--- src/sv/vtp_queue.sv ---
`timescale 1ns / 1ps
module vtp_queue #(
	parameter int W = 32
) (
	input  logic                clk,
	input  logic                arst_n,
	input  logic                push,
	input  logic signed [W-1:0] in_cx,
	input  logic signed [W-1:0] in_cy,
	input  logic signed [W-1:0] in_cz,
	input  logic                in_vis,
	output logic                full,
	output logic                out_valid,
	output logic signed [W-1:0] out_cx,
	output logic signed [W-1:0] out_cy,
	output logic signed [W-1:0] out_cz,
	output logic                out_vis
);

	localparam int DEPTH = 4;
	localparam int PTR_W = $clog2(DEPTH);

	logic signed [W-1:0] cx_q [DEPTH];
	logic signed [W-1:0] cy_q [DEPTH];
	logic signed [W-1:0] cz_q [DEPTH];
	logic                vis_q [DEPTH];
	logic [PTR_W-1:0]    wr_q, rd_q;
	logic [PTR_W:0]      cnt_q;
	logic                pop;

	// back end never stalls: drain whenever an entry is present
	assign pop       = (cnt_q != '0);
	assign out_valid = pop;
	assign full      = (cnt_q == (PTR_W+1)'(DEPTH));
	assign out_cx    = cx_q[rd_q];
	assign out_cy    = cy_q[rd_q];
	assign out_cz    = cz_q[rd_q];
	assign out_vis   = vis_q[rd_q];

	always_ff @(posedge clk) begin
		if (push) begin
			cx_q[wr_q]  <= in_cx;
			cy_q[wr_q]  <= in_cy;
			cz_q[wr_q]  <= in_cz;
			vis_q[wr_q] <= in_vis;
		end
	end

	always_ff @(posedge clk or negedge arst_n) begin
		if (!arst_n) begin
			wr_q  <= '0;
			rd_q  <= '0;
			cnt_q <= '0;
		end else begin
			if (push)
				wr_q <= wr_q + 1'b1;
			if (pop)
				rd_q <= rd_q + 1'b1;
			if (push && !pop)
				cnt_q <= cnt_q + 1'b1;
			else if (pop && !push)
				cnt_q <= cnt_q - 1'b1;
		end
	end

`ifndef SYNTH
	a_no_overflow: assert property (@(posedge clk) disable iff (!arst_n)
		!(push && full && !pop)) else $error("queue overflow");
	a_cnt_bound: assert property (@(posedge clk) disable iff (!arst_n)
		cnt_q <= (PTR_W+1)'(DEPTH)) else $error("queue count out of range");
	a_single_entry: assert property (@(posedge clk) disable iff (!arst_n)
		cnt_q <= (PTR_W+1)'(1)) else $error("queue holds more than one entry");
`endif

endmodule

--- config.mk ---
export PLATFORM = sky130hd
export DESIGN_NAME = vtp_queue
export DESIGN_NICKNAME = d
export VERILOG_FILES = /design/src/sv/vtp_queue.sv
export SDC_FILE = /design/constraint.sdc
export NUM_CORES = 1
export LEC_CHECK = 0
export BUFFER_PORTS_ARGS = -buffer_cell sky130_fd_sc_hd__buf_2
export CORE_AREA = 2 2 154 217
export CTS_CLUSTER_DIAMETER = 150
export DETAILED_ROUTE_END_ITERATION = 6
export DIE_AREA = 0 0 156 219
export PLACE_DENSITY_LB_ADDON = 0.3
export SETUP_SLACK_MARGIN = 0.1
export SLEW_MARGIN = 10
export SYNTH_ARGS = -nofsm -noshare
export SYNTH_HDL_FRONTEND = slang
export SYNTH_SLANG_ARGS = --single-unit
export TNS_END_PERCENT = 20
--- constraint.sdc ---
create_clock -name clk -period 5.3 [get_ports clk]
set_input_delay 0.53 -clock clk [delete_from_list [all_inputs] [get_ports clk]]
set_output_delay 0.53 -clock clk [all_outputs]
set_load 0.05 [all_outputs]
==> run summary <==
Fill cells: 2450
Final Max Slew Viols: 0
CTS sink cnt: 395
Crit Path Class: flip-flop to primary output
Vias: 6455
Num rows: 78
Cts bufs inserted: 37
Reg-to-reg slack, setup: 2800 ps
# DRC: 0
Crit share post-route: 66.1%
Hold Slack: 222 ps
Antenna violations before repair: 8
Vias in the first global route: 7402
Die Ht: 219 um
Post-synth top area cell: edfxtp_1
Final Critical Period: 3500 ps
Largest net degree at the start of global routing: 71
Area occupied by multi-input gates: 0.00239 mm2
Clock buffer depth: 3
R2r endpoint: cx_q[0][22]$_DFFE_PP_
Slew HR: 25.8%
Data required, critical path: 4770 ps
Commonest cells post-synth: edfxtp_1 (388), mux4_2 (97), buf_2 (12)
Mapped cell area: 0.0144 mm2
Synth warn: 0
TritonCTS clock tree: yes
Ys flop type: edfxtp_1
Maximum VDD drop: 0.000412 V
Vias per Instance: 5.37
Clock Skew: 7.00 ps
Top-count cell post-synth: edfxtp_1
Setup TNS Final: 0 ps
IO Port Bufs: 198
All-layer global routing usage: 16.9%
Detailed Routing Iterations Pass 1: 5
Final Wtd Congestion: 0.716
CTS root buf: clkbuf_16
Top post-synthesis cells by area: edfxtp_1 (81%), mux4_2 (15%), dfrtp_1 (1.2%)
Mapped Cells: 542
CP startpoint kind: flip-flop
Status: finished, final reports clean
Core area: 0.0321 mm2
Die Wd: 156 um
Worst slew pin tran: 1110 ps
Post-CTS setup buffer count: 0
Worst setup path startpoint: rd_q[0]$_DFFE_PN0P_
Max-Cap Viols: 0
Post-route ant nets: 0
Hold Vio Cnt, Final: 0
EDFF count, synth: 388
Yosys cell types: 20
Share of cells above drive strength 1: 45.5%
Worst setup endpoint: out_cy[30]
Io pins: 199
Yosys reg bits: 395
Synth top area share: 81.2%
RSZ-0062 raised after global routing: no
Static leakage power: 5.77 nW
Die footprint: 0.0342 mm2
DR iter-0 viols: 440
Synth async-reset ratio: 1.77%
Net Count, Synth: 647
CP max FO: 43
Reg2Reg Depth: 4
H-tree Lvls: 2
Mean Syn Cell Area: 26.5 um2
Register area: 0.0118 mm2
Sequential element share of the synthesized area: 82.4%
Achievable frequency: 286 MHz
First-pass GRT wire length: 43.0 mm
Area grow syn2layout: 18.3%
Worst Hold Class: input port to flip-flop
Clk pin slew, worst setup/hold paths: 60 ps
GRT Residual Overflow: 0
Nets: 871
Pwr dens: 649 mW/mm2
Crit. End Element: primary output
WL final: 28.2 mm
Cts repair resizes: 0
DP HPWL: 16.9 mm
DR WL/cell: 23.5 um
Initial Util: 44.7%
Reg2reg start: wr_q[0]$_DFFE_PN0P_
Later-pin clock latency in the skew report: 520 ps
Arrival time worst endpoint: 2970 ps
Final setup vio count: 0
==> power by group <==
group          total (mW)  internal (mW)  switching (mW)
registers            4.45           4.09           0.356
clock network        2.54           1.46            1.09
logic                4.04           1.20            2.83
==> critical path: stages, from the launching register on <==
cell     delay (ps)
dfrtp_4        1000
buf_4           600
mux4_2          590
buf_2           230
==> repair_timing <==
item / in CTS / in global routing
hold endpoints to repair: 7 / 0
setup endpoints to repair: 0 / 0
hold buffers: 1 / 0
==> logic make-up after synthesis <==
logic type / Yosys count / synth area share [%]
AND/OR/NAND/NOR: 10 / 0.384
multiplexers: 97 / 15.2
flip-flops: 395 / 82.4
buffers and inverters: 25 / 1.00
AO/OA/AOI/OAI: 3 / 0.122
XOR/XNOR: 7 / 0.427
adder cells (fa/ha/maj): 5 / 0.436
==> layout by cell type (no fill, tap or decap), drive strengths merged, types with 3 or more instances in the layout <==
master    n
inv       6
clkinv   13
and2      4
ha        5
edfxtp  388
xnor2     4
dfrtp     7
buf     206
mux4     97
clkbuf   48
xor2      3
diode     6
==> area by class of cell <==
type                       count  share of cell area [%]
clock inverter                20                   0.950
timing repair buffer         207                    6.25
clock buffer                  48                    5.95
inverter                       3                  0.0663
sequential                   395                    69.7
tap                          400                    2.95
multi-input combinational    122                    14.1
antenna                        6                  0.0884
==> worst min-delay path by stage <==
| stage | from | endpoint | slack (ps) | depth (start not counted) |
|---|---|---|---|---|
| floorplan | arst_n | cnt_q[0]$_DFFE_PN0P_ | 230 | 0 |
| global placement | arst_n | rd_q[1]$_DFFE_PN0P_ | 370 | 1 |
| detailed placement | arst_n | rd_q[1]$_DFFE_PN0P_ | 370 | 1 |
| CTS | in_cz[29] | cz_q[0][29]$_DFFE_PP_ | 190 | 1 |
| global route | in_cz[5] | cz_q[0][5]$_DFFE_PP_ | 200 | 1 |
| finish | in_cz[29] | cz_q[0][29]$_DFFE_PP_ | 220 | 1 |
==> per-layer routing <==
metal	vias to the layer above	GRT usage (%)	part of all wire, %
met3	49	3.87	5.0
met5	-	0	0.099
met1	3442	19.1	37
met4	4	6.85	2.8
met2	169	30.8	55
li1	2791	-	-
==> sequential cells by signal (all words and copies together) (netlist names) <==
name and cells:
cx_q 128, cy_q 128, cz_q 128, vis_q 4, cnt_q 3, rd_q 2
wr_q 2
==> metrics by stage <==
stage / std cells / cell area [um2] / total power, mW / util, % / worst slack, ps
6_report: 1201 / 17000 / 11.0 / 52.9 / 1800
3_3_place_gp: 1126 / 15800 / 8.53 / 49.2 / 2290
2_1_floorplan: 542 / 14400 / 7.64 / - / 1970
4_1_cts: 1195 / 17000 / 11.2 / 52.8 / 1660
5_1_grt: 1200 / 17000 / 11.5 / 52.9 / 1520
3_5_place_dp: 1126 / 15800 / 8.62 / 49.2 / 2240
(Power assumes the default switching activity.)
